## src/design/sbpd_pkg.sv

```systemverilog
// Shared types and constants of the start-byte packet deframer.
`default_nettype none

package sbpd_pkg;

	localparam int CFG_IDX_W  = 2;
	localparam int CFG_DATA_W = 16;
	localparam int IDLE_W     = 17;
	localparam int POS_W      = 6;

	// input item kinds
	localparam logic KIND_BYTE = 1'b0;
	localparam logic KIND_TICK = 1'b1;

	// result event codes
	localparam logic [1:0] EV_BYTE     = 2'd0;
	localparam logic [1:0] EV_CRC_ERR  = 2'd1;
	localparam logic [1:0] EV_OVERFLOW = 2'd2;
	localparam logic [1:0] EV_PARTIAL  = 2'd3;

	// configuration register indexes
	localparam logic [CFG_IDX_W-1:0] REG_START_MARKER = 2'd0;
	localparam logic [CFG_IDX_W-1:0] REG_IDLE_LIMIT   = 2'd1;

	localparam logic [7:0]        MARKER_RESET = 8'h00;
	localparam logic [15:0]       LIMIT_RESET  = 16'd10;
	localparam logic [7:0]        CRC_POLY     = 8'hD8;
	localparam int                MIN_JUDGED   = 3;
	localparam logic [IDLE_W-1:0] IDLE_MAX     = '1;

	typedef struct packed {
		logic       start;    // load a new byte into the CRC shifter
		logic       restart;  // seed the CRC with zero (packet opens)
		logic [7:0] din;
	} crc_ctl_t;

endpackage

`default_nettype wire

```

## src/design/sbpd_if.sv

```systemverilog
// Channel interfaces: input items, result items and configuration writes.
`default_nettype none

interface sbpd_in_if import sbpd_pkg::*; ();
	logic       valid;
	logic       ready;
	logic       kind;
	logic [7:0] rx_byte;

	modport source(output valid, kind, rx_byte, input ready);
	modport sink(input valid, kind, rx_byte, output ready);
endinterface

interface sbpd_out_if import sbpd_pkg::*; ();
	logic             valid;
	logic             ready;
	logic [1:0]       event_res;
	logic [7:0]       data;
	logic [POS_W-1:0] position;
	logic             last;

	modport source(output valid, event_res, data, position, last, input ready);
	modport sink(input valid, event_res, data, position, last, output ready);
endinterface

interface sbpd_cfg_if import sbpd_pkg::*; ();
	logic                  valid;
	logic                  ready;
	logic [CFG_IDX_W-1:0]  addr;
	logic [CFG_DATA_W-1:0] wdata;

	modport source(output valid, addr, wdata, input ready);
	modport sink(input valid, addr, wdata, output ready);
endinterface

`default_nettype wire

```

## src/design/start_byte_packet_deframer_crc8_top.sv

```systemverilog
// Start-byte packet deframer with CRC-8 check.
// A stored byte occupies the bit-serial CRC unit; no new item is taken while it is busy,
// and none while an item is judged or a result is still waiting for the output register.
// A judged packet goes out byte by byte (store read, then output register), held while the receiver stalls.
// Event results pass the judge and event states (overflow: event state only) into the output register.
// arst_n clears control state and registers; the byte store is not cleared.
`default_nettype none

module start_byte_packet_deframer_crc8_top import sbpd_pkg::*; #(
	parameter int PACKET_DEPTH = 64
) (
	input  logic        clk,
	input  logic        arst_n,
	sbpd_in_if.sink     in_ch,
	sbpd_out_if.source  out_ch,
	sbpd_cfg_if.sink    cfg
);

	localparam int AW = $clog2(PACKET_DEPTH);
	localparam int FW = $clog2(PACKET_DEPTH + 1);

	localparam logic [2:0] ST_IDLE  = 3'd0;
	localparam logic [2:0] ST_JUDGE = 3'd1;
	localparam logic [2:0] ST_EVT   = 3'd2;
	localparam logic [2:0] ST_RD    = 3'd3;
	localparam logic [2:0] ST_OUT   = 3'd4;

	logic [2:0]        state_q;
	logic [7:0]        marker_q;
	logic [15:0]       limit_q;
	logic [FW-1:0]     fill_q;
	logic [IDLE_W-1:0] idle_q;
	logic [7:0]        cbl_q;
	logic [7:0]        newest_q;
	logic [7:0]        byte2_q;
	logic [FW-1:0]     emit_len_q;
	logic [AW-1:0]     idx_q;
	logic [1:0]        evt_q;

	logic             out_valid_q;
	logic [1:0]       out_evt_q;
	logic [7:0]       out_data_q;
	logic [POS_W-1:0] out_pos_q;
	logic             out_last_q;

	logic          in_fire;
	logic          is_byte;
	logic          opening;
	logic          storing;
	logic [FW-1:0] fill_inc;
	logic          ovf;
	logic          out_free;
	logic          load_evt;
	logic          load_pkt;
	logic          pkt_last;
	logic [7:0]    expected;
	logic [7:0]    rdata;
	logic [7:0]    crc_val;
	logic          crc_busy;
	crc_ctl_t      crc_ctl;

	assign in_ch.ready = (state_q == ST_IDLE) && !crc_busy;
	assign cfg.ready   = 1'b1;

	assign in_fire  = in_ch.valid && in_ch.ready;
	assign is_byte  = in_ch.kind == KIND_BYTE;
	assign opening  = is_byte && (fill_q == '0) && (in_ch.rx_byte == marker_q);
	assign storing  = is_byte && ((fill_q != '0) || (in_ch.rx_byte == marker_q));
	assign fill_inc = fill_q + 1'b1;
	assign ovf      = fill_inc == FW'(PACKET_DEPTH);
	assign expected = byte2_q + 8'd1;

	assign out_free = !out_valid_q || out_ch.ready;
	assign load_evt = (state_q == ST_EVT) && out_free;
	assign load_pkt = (state_q == ST_OUT) && out_free;
	assign pkt_last = (FW'(idx_q) + 1'b1) == emit_len_q;

	assign crc_ctl.start   = in_fire && storing;
	assign crc_ctl.restart = opening;
	assign crc_ctl.din     = in_ch.rx_byte;

	sbpd_crc_bitser u_crc (
		.clk    (clk),
		.arst_n (arst_n),
		.ctl    (crc_ctl),
		.crc    (crc_val),
		.busy   (crc_busy)
	);

	sbpd_store #(.DEPTH(PACKET_DEPTH)) u_store (
		.clk   (clk),
		.we    (in_fire && storing),
		.waddr (fill_q[AW-1:0]),
		.wdata (in_ch.rx_byte),
		.raddr (idx_q),
		.rdata (rdata)
	);

	always_ff @(posedge clk or negedge arst_n) begin
		if (!arst_n) begin
			marker_q <= MARKER_RESET;
			limit_q  <= LIMIT_RESET;
		end else if (cfg.valid && cfg.ready) begin
			if (cfg.addr == REG_START_MARKER) begin
				marker_q <= cfg.wdata[7:0];
			end else if (cfg.addr == REG_IDLE_LIMIT) begin
				limit_q <= cfg.wdata;
			end
		end
	end

	always_ff @(posedge clk or negedge arst_n) begin
		if (!arst_n) begin
			state_q    <= ST_IDLE;
			fill_q     <= '0;
			idle_q     <= '0;
			cbl_q      <= '0;
			newest_q   <= '0;
			byte2_q    <= '0;
			emit_len_q <= '0;
			idx_q      <= '0;
			evt_q      <= EV_BYTE;
		end else begin
			unique case (state_q)
				ST_IDLE: begin
					if (in_fire) begin
						if (!is_byte) begin
							if (idle_q != IDLE_MAX) begin
								idle_q <= idle_q + 1'b1;
							end
							state_q <= ST_JUDGE;
						end else if (storing) begin
							newest_q <= in_ch.rx_byte;
							cbl_q    <= opening ? 8'h00 : crc_val;
							if (fill_q == FW'(2)) begin
								byte2_q <= in_ch.rx_byte;
							end
							if (ovf) begin
								fill_q  <= '0;
								evt_q   <= EV_OVERFLOW;
								state_q <= ST_EVT;
							end else begin
								fill_q <= fill_inc;
								// the start byte leaves the idle count alone
								if (!opening) begin
									idle_q <= '0;
								end
								state_q <= ST_JUDGE;
							end
						end
					end
				end
				ST_JUDGE: begin
					if ((fill_q == '0) || (idle_q <= {1'b0, limit_q})) begin
						state_q <= ST_IDLE;
					end else if (fill_q >= FW'(MIN_JUDGED)) begin
						if (8'(fill_q) < expected) begin
							state_q <= ST_IDLE;  // still waiting for bytes
						end else if (cbl_q == newest_q) begin
							emit_len_q <= fill_q;
							idx_q      <= '0;
							fill_q     <= '0;
							state_q    <= ST_RD;
						end else begin
							fill_q  <= '0;
							evt_q   <= EV_CRC_ERR;
							state_q <= ST_EVT;
						end
					end else begin
						fill_q  <= '0;
						evt_q   <= EV_PARTIAL;
						state_q <= ST_EVT;
					end
				end
				ST_EVT: begin
					if (out_free) begin
						state_q <= ST_IDLE;
					end
				end
				ST_RD: begin
					state_q <= ST_OUT;
				end
				ST_OUT: begin
					if (out_free) begin
						if (pkt_last) begin
							state_q <= ST_IDLE;
						end else begin
							idx_q   <= idx_q + 1'b1;
							state_q <= ST_RD;
						end
					end
				end
				default: begin
					state_q <= ST_IDLE;
				end
			endcase
		end
	end

	// output register
	always_ff @(posedge clk or negedge arst_n) begin
		if (!arst_n) begin
			out_valid_q <= 1'b0;
			out_evt_q   <= EV_BYTE;
			out_data_q  <= '0;
			out_pos_q   <= '0;
			out_last_q  <= 1'b0;
		end else begin
			if (load_evt) begin
				out_valid_q <= 1'b1;
				out_evt_q   <= evt_q;
				out_data_q  <= '0;
				out_pos_q   <= '0;
				out_last_q  <= 1'b1;
			end else if (load_pkt) begin
				out_valid_q <= 1'b1;
				out_evt_q   <= EV_BYTE;
				out_data_q  <= rdata;
				out_pos_q   <= POS_W'(idx_q);
				out_last_q  <= pkt_last;
			end else if (out_ch.ready) begin
				out_valid_q <= 1'b0;
			end
		end
	end

	assign out_ch.valid     = out_valid_q;
	assign out_ch.event_res = out_evt_q;
	assign out_ch.data      = out_data_q;
	assign out_ch.position  = out_pos_q;
	assign out_ch.last      = out_last_q;

endmodule

`default_nettype wire

```

## src/design/sbpd_crc_bitser.sv

```systemverilog
// Bit-serial CRC-8 (poly 0xD8, MSB first): one shift per cycle, eight per byte.
`default_nettype none

module sbpd_crc_bitser import sbpd_pkg::*; (
	input  logic       clk,
	input  logic       arst_n,
	input  crc_ctl_t   ctl,
	output logic [7:0] crc,
	output logic       busy
);

	logic [7:0] sh_q;
	logic [2:0] cnt_q;
	logic       busy_q;

	always_ff @(posedge clk or negedge arst_n) begin
		if (!arst_n) begin
			sh_q   <= '0;
			cnt_q  <= '0;
			busy_q <= 1'b0;
		end else if (ctl.start) begin
			sh_q   <= (ctl.restart ? 8'h00 : sh_q) ^ ctl.din;
			cnt_q  <= '0;
			busy_q <= 1'b1;
		end else if (busy_q) begin
			if (sh_q[7]) begin
				sh_q <= {sh_q[6:0], 1'b0} ^ CRC_POLY;
			end else begin
				sh_q <= {sh_q[6:0], 1'b0};
			end
			cnt_q <= cnt_q + 3'd1;
			if (cnt_q == 3'd7) begin
				busy_q <= 1'b0;
			end
		end
	end

	assign crc  = sh_q;
	assign busy = busy_q;

endmodule

`default_nettype wire

```

## src/design/sbpd_store.sv

```systemverilog
// Packet byte store: one write port, one registered read port.
`default_nettype none

module sbpd_store #(
	parameter int DEPTH = 64,
	localparam int AW = $clog2(DEPTH)
) (
	input  logic          clk,
	input  logic          we,
	input  logic [AW-1:0] waddr,
	input  logic [7:0]    wdata,
	input  logic [AW-1:0] raddr,
	output logic [7:0]    rdata
);

	logic [7:0] mem_q [DEPTH];
	logic [7:0] rdata_q;

	always_ff @(posedge clk) begin
		if (we) begin
			mem_q[waddr] <= wdata;
		end
		rdata_q <= mem_q[raddr];
	end

	assign rdata = rdata_q;

endmodule

`default_nettype wire

```

## src/flat_wrapper.sv

```systemverilog
// flat-port wrapper written by rule: the top's interface ports become plain ports
module start_byte_packet_deframer_crc8_top_flat import sbpd_pkg::*;
#(
	parameter int PACKET_DEPTH = 64
)
  (clk, arst_n, in_ch_valid, in_ch_kind, in_ch_rx_byte, in_ch_ready, out_ch_valid, out_ch_event_res, out_ch_data, out_ch_position, out_ch_last, out_ch_ready, cfg_valid, cfg_addr, cfg_wdata, cfg_ready);
  sbpd_in_if in_ch_i ();
  sbpd_out_if out_ch_i ();
  sbpd_cfg_if cfg_i ();
  input  logic clk;
  input  logic arst_n;
  input wire logic [$bits(in_ch_i.valid)-1:0] in_ch_valid;
  input wire logic [$bits(in_ch_i.kind)-1:0] in_ch_kind;
  input wire logic [$bits(in_ch_i.rx_byte)-1:0] in_ch_rx_byte;
  output wire logic [$bits(in_ch_i.ready)-1:0] in_ch_ready;
  output wire logic [$bits(out_ch_i.valid)-1:0] out_ch_valid;
  output wire logic [$bits(out_ch_i.event_res)-1:0] out_ch_event_res;
  output wire logic [$bits(out_ch_i.data)-1:0] out_ch_data;
  output wire logic [$bits(out_ch_i.position)-1:0] out_ch_position;
  output wire logic [$bits(out_ch_i.last)-1:0] out_ch_last;
  input wire logic [$bits(out_ch_i.ready)-1:0] out_ch_ready;
  input wire logic [$bits(cfg_i.valid)-1:0] cfg_valid;
  input wire logic [$bits(cfg_i.addr)-1:0] cfg_addr;
  input wire logic [$bits(cfg_i.wdata)-1:0] cfg_wdata;
  output wire logic [$bits(cfg_i.ready)-1:0] cfg_ready;
  assign in_ch_i.valid = in_ch_valid;
  assign in_ch_i.kind = in_ch_kind;
  assign in_ch_i.rx_byte = in_ch_rx_byte;
  assign in_ch_ready = in_ch_i.ready;
  assign out_ch_valid = out_ch_i.valid;
  assign out_ch_event_res = out_ch_i.event_res;
  assign out_ch_data = out_ch_i.data;
  assign out_ch_position = out_ch_i.position;
  assign out_ch_last = out_ch_i.last;
  assign out_ch_i.ready = out_ch_ready;
  assign cfg_i.valid = cfg_valid;
  assign cfg_i.addr = cfg_addr;
  assign cfg_i.wdata = cfg_wdata;
  assign cfg_ready = cfg_i.ready;
  start_byte_packet_deframer_crc8_top #(.PACKET_DEPTH(PACKET_DEPTH)) u_core (.clk(clk), .arst_n(arst_n), .in_ch(in_ch_i), .out_ch(out_ch_i), .cfg(cfg_i));
endmodule
```

## config.mk

```make
export PLATFORM = sky130hd
export DESIGN_NAME = start_byte_packet_deframer_crc8_top_flat
export DESIGN_NICKNAME = d
export VERILOG_FILES = /design/src/design/sbpd_pkg.sv /design/src/design/sbpd_if.sv /design/src/design/start_byte_packet_deframer_crc8_top.sv /design/src/design/sbpd_crc_bitser.sv /design/src/design/sbpd_store.sv /design/src/flat_wrapper.sv
export SDC_FILE = /design/constraint.sdc
export NUM_CORES = 1
export LEC_CHECK = 0
export BUFFER_PORTS_ARGS = -buffer_cell sky130_fd_sc_hd__buf_4
export CORE_UTILIZATION = 45
export CTS_BUF_LIST = sky130_fd_sc_hd__clkbuf_8
export CTS_CLUSTER_DIAMETER = 150
export CTS_CLUSTER_SIZE = 16
export DETAILED_ROUTE_END_ITERATION = 16
export GPL_ROUTABILITY_DRIVEN = 0
export PLACE_DENSITY = 0.56
export SETUP_SLACK_MARGIN = 0.1
export SYNTH_ARGS = -nofsm -noshare
export SYNTH_HDL_FRONTEND = slang
export SYNTH_SLANG_ARGS = --single-unit
```

## constraint.sdc

```tcl
create_clock -name clk -period 3.3 [get_ports clk]
set_input_delay 0.33 -clock clk [delete_from_list [all_inputs] [get_ports clk]]
set_output_delay 0.33 -clock clk [all_outputs]
set_load 0.005 [all_outputs]
```

==> reports/metrics.yaml <==
floorplanning:
  io_pins: 52
  die_h_um: 244.8
  die-area_um2: 59940
  coreArea_um2: 58030
  initial_core_util_pct: 45.73
  rows: 88
  die_w_um: 244.8
logic_synthesis:
  ys_seq_area_share_pct: 69.87
  yosys.area.top_type_share_pct: 57.94
  synth_cell_type_count: 74
  async_flop_share_pct: 18.75
  synth_edf_count: 512
  netlist_instances: 1476
  synth.ff_latch_count: 640
  synthTopCellsByArea: "edfxtp_1, mux4_2, dfrtp_1"
  yosysWarnings: 0
  synth_fp_nets: 1540
  yosys.area.top_type: "edfxtp_1"
  syn_area_per_cell_um2: 17.98
  netlist_area_um2: 26540
  synth_ff_type: "edfxtp_1"
clocking:
  clockRootBuffer: "clkbuf_8"
  clk_path_buf_depth: 3
  clk_latency_ns: 0.66
  cts_sinks: 640
  cts_tree: "done"
  clk_pin_slew_ns: 0.12
  cts_max_level: 2
  cts_buffers: 45
pwr:
  p_int_mw: 12.17
  irDropWorstVdd_mv: 0.3436
  powerDensity_nw_per_um2: 578.1
  power_frac_comb_pct: 22.7
  switchingPower_mw: 4.872
  finalPower_mw: 17.04
  netSwitchingFraction_pct: 28.59
  clockPowerShare_pct: 22.2
  power.static_leakage_nw: 10.36
  p_seq_share_pct: 55.1
placement:
  placed_cell_area_um2: 28550
  port_buffers: 50
  place_hpwl_um: 38530
  preCtsSetupSlack_ns: 0.1802
critical_path:
  critical_path.max_stage_delay_ns: 0.44
  startpoint_type: "register"
  reg2reg_slack_ns: 0.33
  endpoint_kind: "register"
  path_max_fanout: 8
  critical_path_arrival_ns: 3.52
  cp_num_buf_inv: 0
  critPathCapture: "u_core.emit_len_q[6]"
  r2r-end: "u_core.emit_len_q[6]"
  crit_cells: 10
  required_ns: 3.85
  crit_chain: "ha_1 > and3_1 > xnor2_1 > ha_1 > nand4_1 > a21o_1 > a311oi_1 > o211ai_1 > nor2_4 > mux2_1"
  crit_family: "compound AO/OA/AOI/OAI gates"
  path_common_cell: "ha_1"
  cp_slowest_cell: "dfrtp_1"
  worstSetupPathType: "reg -> reg"
  crit_start: "u_core.byte2_q[0]"
  r2r_cells: 10
  r2r-start: "u_core.byte2_q[0]"
finish:
  syn_to_final_growth_pct: 11.11
  final_nets: 1702
  drive_gt1_share_pct: 26.17
  final_area_um2: 29480
  num_antenna_cells: 0
timing:
  hold_viol_final: 0
  finalCritPeriodShare_pct: 89.95
  worstMarginPinSlew_ns: 0.8570
  slew_headroom_pct: 42.69
  max_freq_mhz: 336.9
  timing.setup.tns_ns: 0
  setup_viol: 0
  fin_skew_ns: 0.04146
  fin_crit_ns: 2.968
  rsz0062_at_grt: "false"
  final-max-slew-violation-count: 0
  fin_ws_ns: 0.3318
routing:
  met2_length_um: 29660
  vias_per_cell: 5.744
  highest_layer: "met4"
  wl_per_cell_um: 25.04
  ant_nets: 0
  dr.first_iter.drc_count: 1209
  vias: 13940
  wl_met3_um: 2967
  drt-pass1-iter-count: 5
  remaining_drc_errors: 0
  wl_um: 60780
  met1_length_um: 27200
run:
  maxCapViolations: 0
global_route:
  grt.total_usage_pct: 20.88
  grt_max_degree: 120
  grt_pass1_vias: 14290
  antenna_found_initial: 2
  grt_pass1_wl_um: 92490
  gr-total-overflow: 0
min_path:
  hp-class: "in -> reg"
run_status:
  status: "finished clean"
-- through the flow --
step | instances | util [%] | hold slack [ns]
after CTS | 2426 | 50.79 | 0.08010
after detailed placement | 2336 | 49.20 | 0.1217
after global placement | 2336 | 49.20 | 0.1209
after floorplan | 1476 | - | 0.03441
after global routing | 2427 | 50.81 | 0.1211
final | 2427 | 50.81 | 0.1561
-- worst min-delay path by stage --
| stage | startpoint | endpoint | slack, ns | cells past startpoint |
|---|---|---|---|---|
| floorplan | arst_n | u_core.byte2_q[0] | 0.03 | 0 |
| global placement | arst_n | u_core.u_crc.cnt_q[1] | 0.12 | 1 |
| detailed placement | arst_n | u_core.u_crc.cnt_q[1] | 0.12 | 1 |
| CTS | in_ch_valid | u_core.idle_q[0] | 0.08 | 3 |
| global route | in_ch_valid | u_core.idle_q[0] | 0.12 | 3 |
| finish | in_ch_valid | u_core.idle_q[0] | 0.16 | 3 |
-- final cells by class --
cell class                      instances  area (µm²)
Inverter                               30       112.6
Clock buffer                           46       633.1
Multi-Input combinational cell        729        7545
Clock inverter                         25       98.84
Fill cell                            4722       28540
Sequential cell                       640       18550
Tap cell                              765       957.2
Timing Repair Buffer                  192        1589
-- state kept, by name (all words and copies together), names as in the netlist, 6 cells and up --
name / cells
u_core.u_store.mem_q: 512
u_core.idle_q: 17
u_core.limit_q: 16
u_core.byte2_q: 8
u_core.cbl_q: 8
u_core.marker_q: 8
u_core.newest_q: 8
u_core.out_ch.data: 8
u_core.u_crc.crc: 8
u_core.u_store.rdata: 8
u_core.emit_len_q: 7
u_core.fill_q: 7
u_core.idx_q: 6
u_core.out_ch.position: 6
-- power by group through the flow --
stage                     registers (mW)  clock network [mW]  logic (mW)
after floorplan                     9.43                   0        2.75
after detailed placement            9.58                   0        3.92
after CTS                           9.40                3.91        3.94
final                               9.40                3.78        3.86
after global placement              9.56                   0        3.87
after global routing                9.45                4.16        4.23
-- worst min-delay path, cell delays in order --
cell,delay (ns)
buf_4,0.14
nand4b_1,0.22
o21ai_1,0.08
-- repair_timing --
action,CTS,global route
buffers inserted,0,1
hold endpoints to repair,144,0
hold buffers,19,0
resized for setup,0,1
setup endpoints to repair,0,7
-- cells in the mapped netlist, types with 6 or more instances --
cell type and count:
mux4_2 168, dfxtp_1 8, nor2_1 89, buf_6 9, xnor2_1 29, nand4_1 23
inv_1 29, a211oi_1 6, edfxtp_1 512, o21ai_0 32, nor2b_1 9, a31oi_1 9
nor3_1 9, buf_2 11, nand2_1 79, nor4_1 12, and3_1 10, a22o_1 12
xor2_1 24, nand3_1 32, a31o_1 6, buf_1 8, mux2_2 24, nand3b_1 7
mux2_1 15, clkbuf_1 48, dfrtp_1 118, o211ai_1 13, a21oi_1 13, ha_1 32
-- cell families (layout without fill, tap and decap cells) --
| logic type | after synthesis | count (layout) | share of synthesized area, % |
|---|---|---|---|
| AOI/OAI and AO/OA | 125 | 125 | 3.220 |
| xor gates and xnor gates | 53 | 53 | 1.749 |
| DFF | 640 | 640 | 69.87 |
| and+or+nand+nor | 307 | 307 | 5.738 |
| muxes | 211 | 211 | 16.06 |
| buffers and inverters | 107 | 293 | 1.834 |
| other | 1 | 1 | 0.01413 |
| adders and majority gates | 32 | 32 | 1.509 |
-- per-layer routing --
metal	vias up	track usage [%]
met5	-	0
met4	0	4.118
met3	65	2.558
met2	353	33.84
met1	7347	30.62
li1	6176	-
-- layout by cell type (no fill, tap or decap), types with 10 or more instances in the layout --
master	instances
o21ai_0	32
dlygate4sd3_1	19
mux2_2	24
o211ai_1	13
mux4_2	168
clkbuf_8	46
nand3_1	32
xor2_1	24
nand2_1	79
xnor2_1	29
a22o_1	12
buf_4	165
inv_1	53
and3_1	10
dfrtp_1	115
a21oi_1	13
ha_1	32
nor2_1	89
nand4_1	23
mux2_1	15
edfxtp_1	512
(Power assumes the default switching activity.)
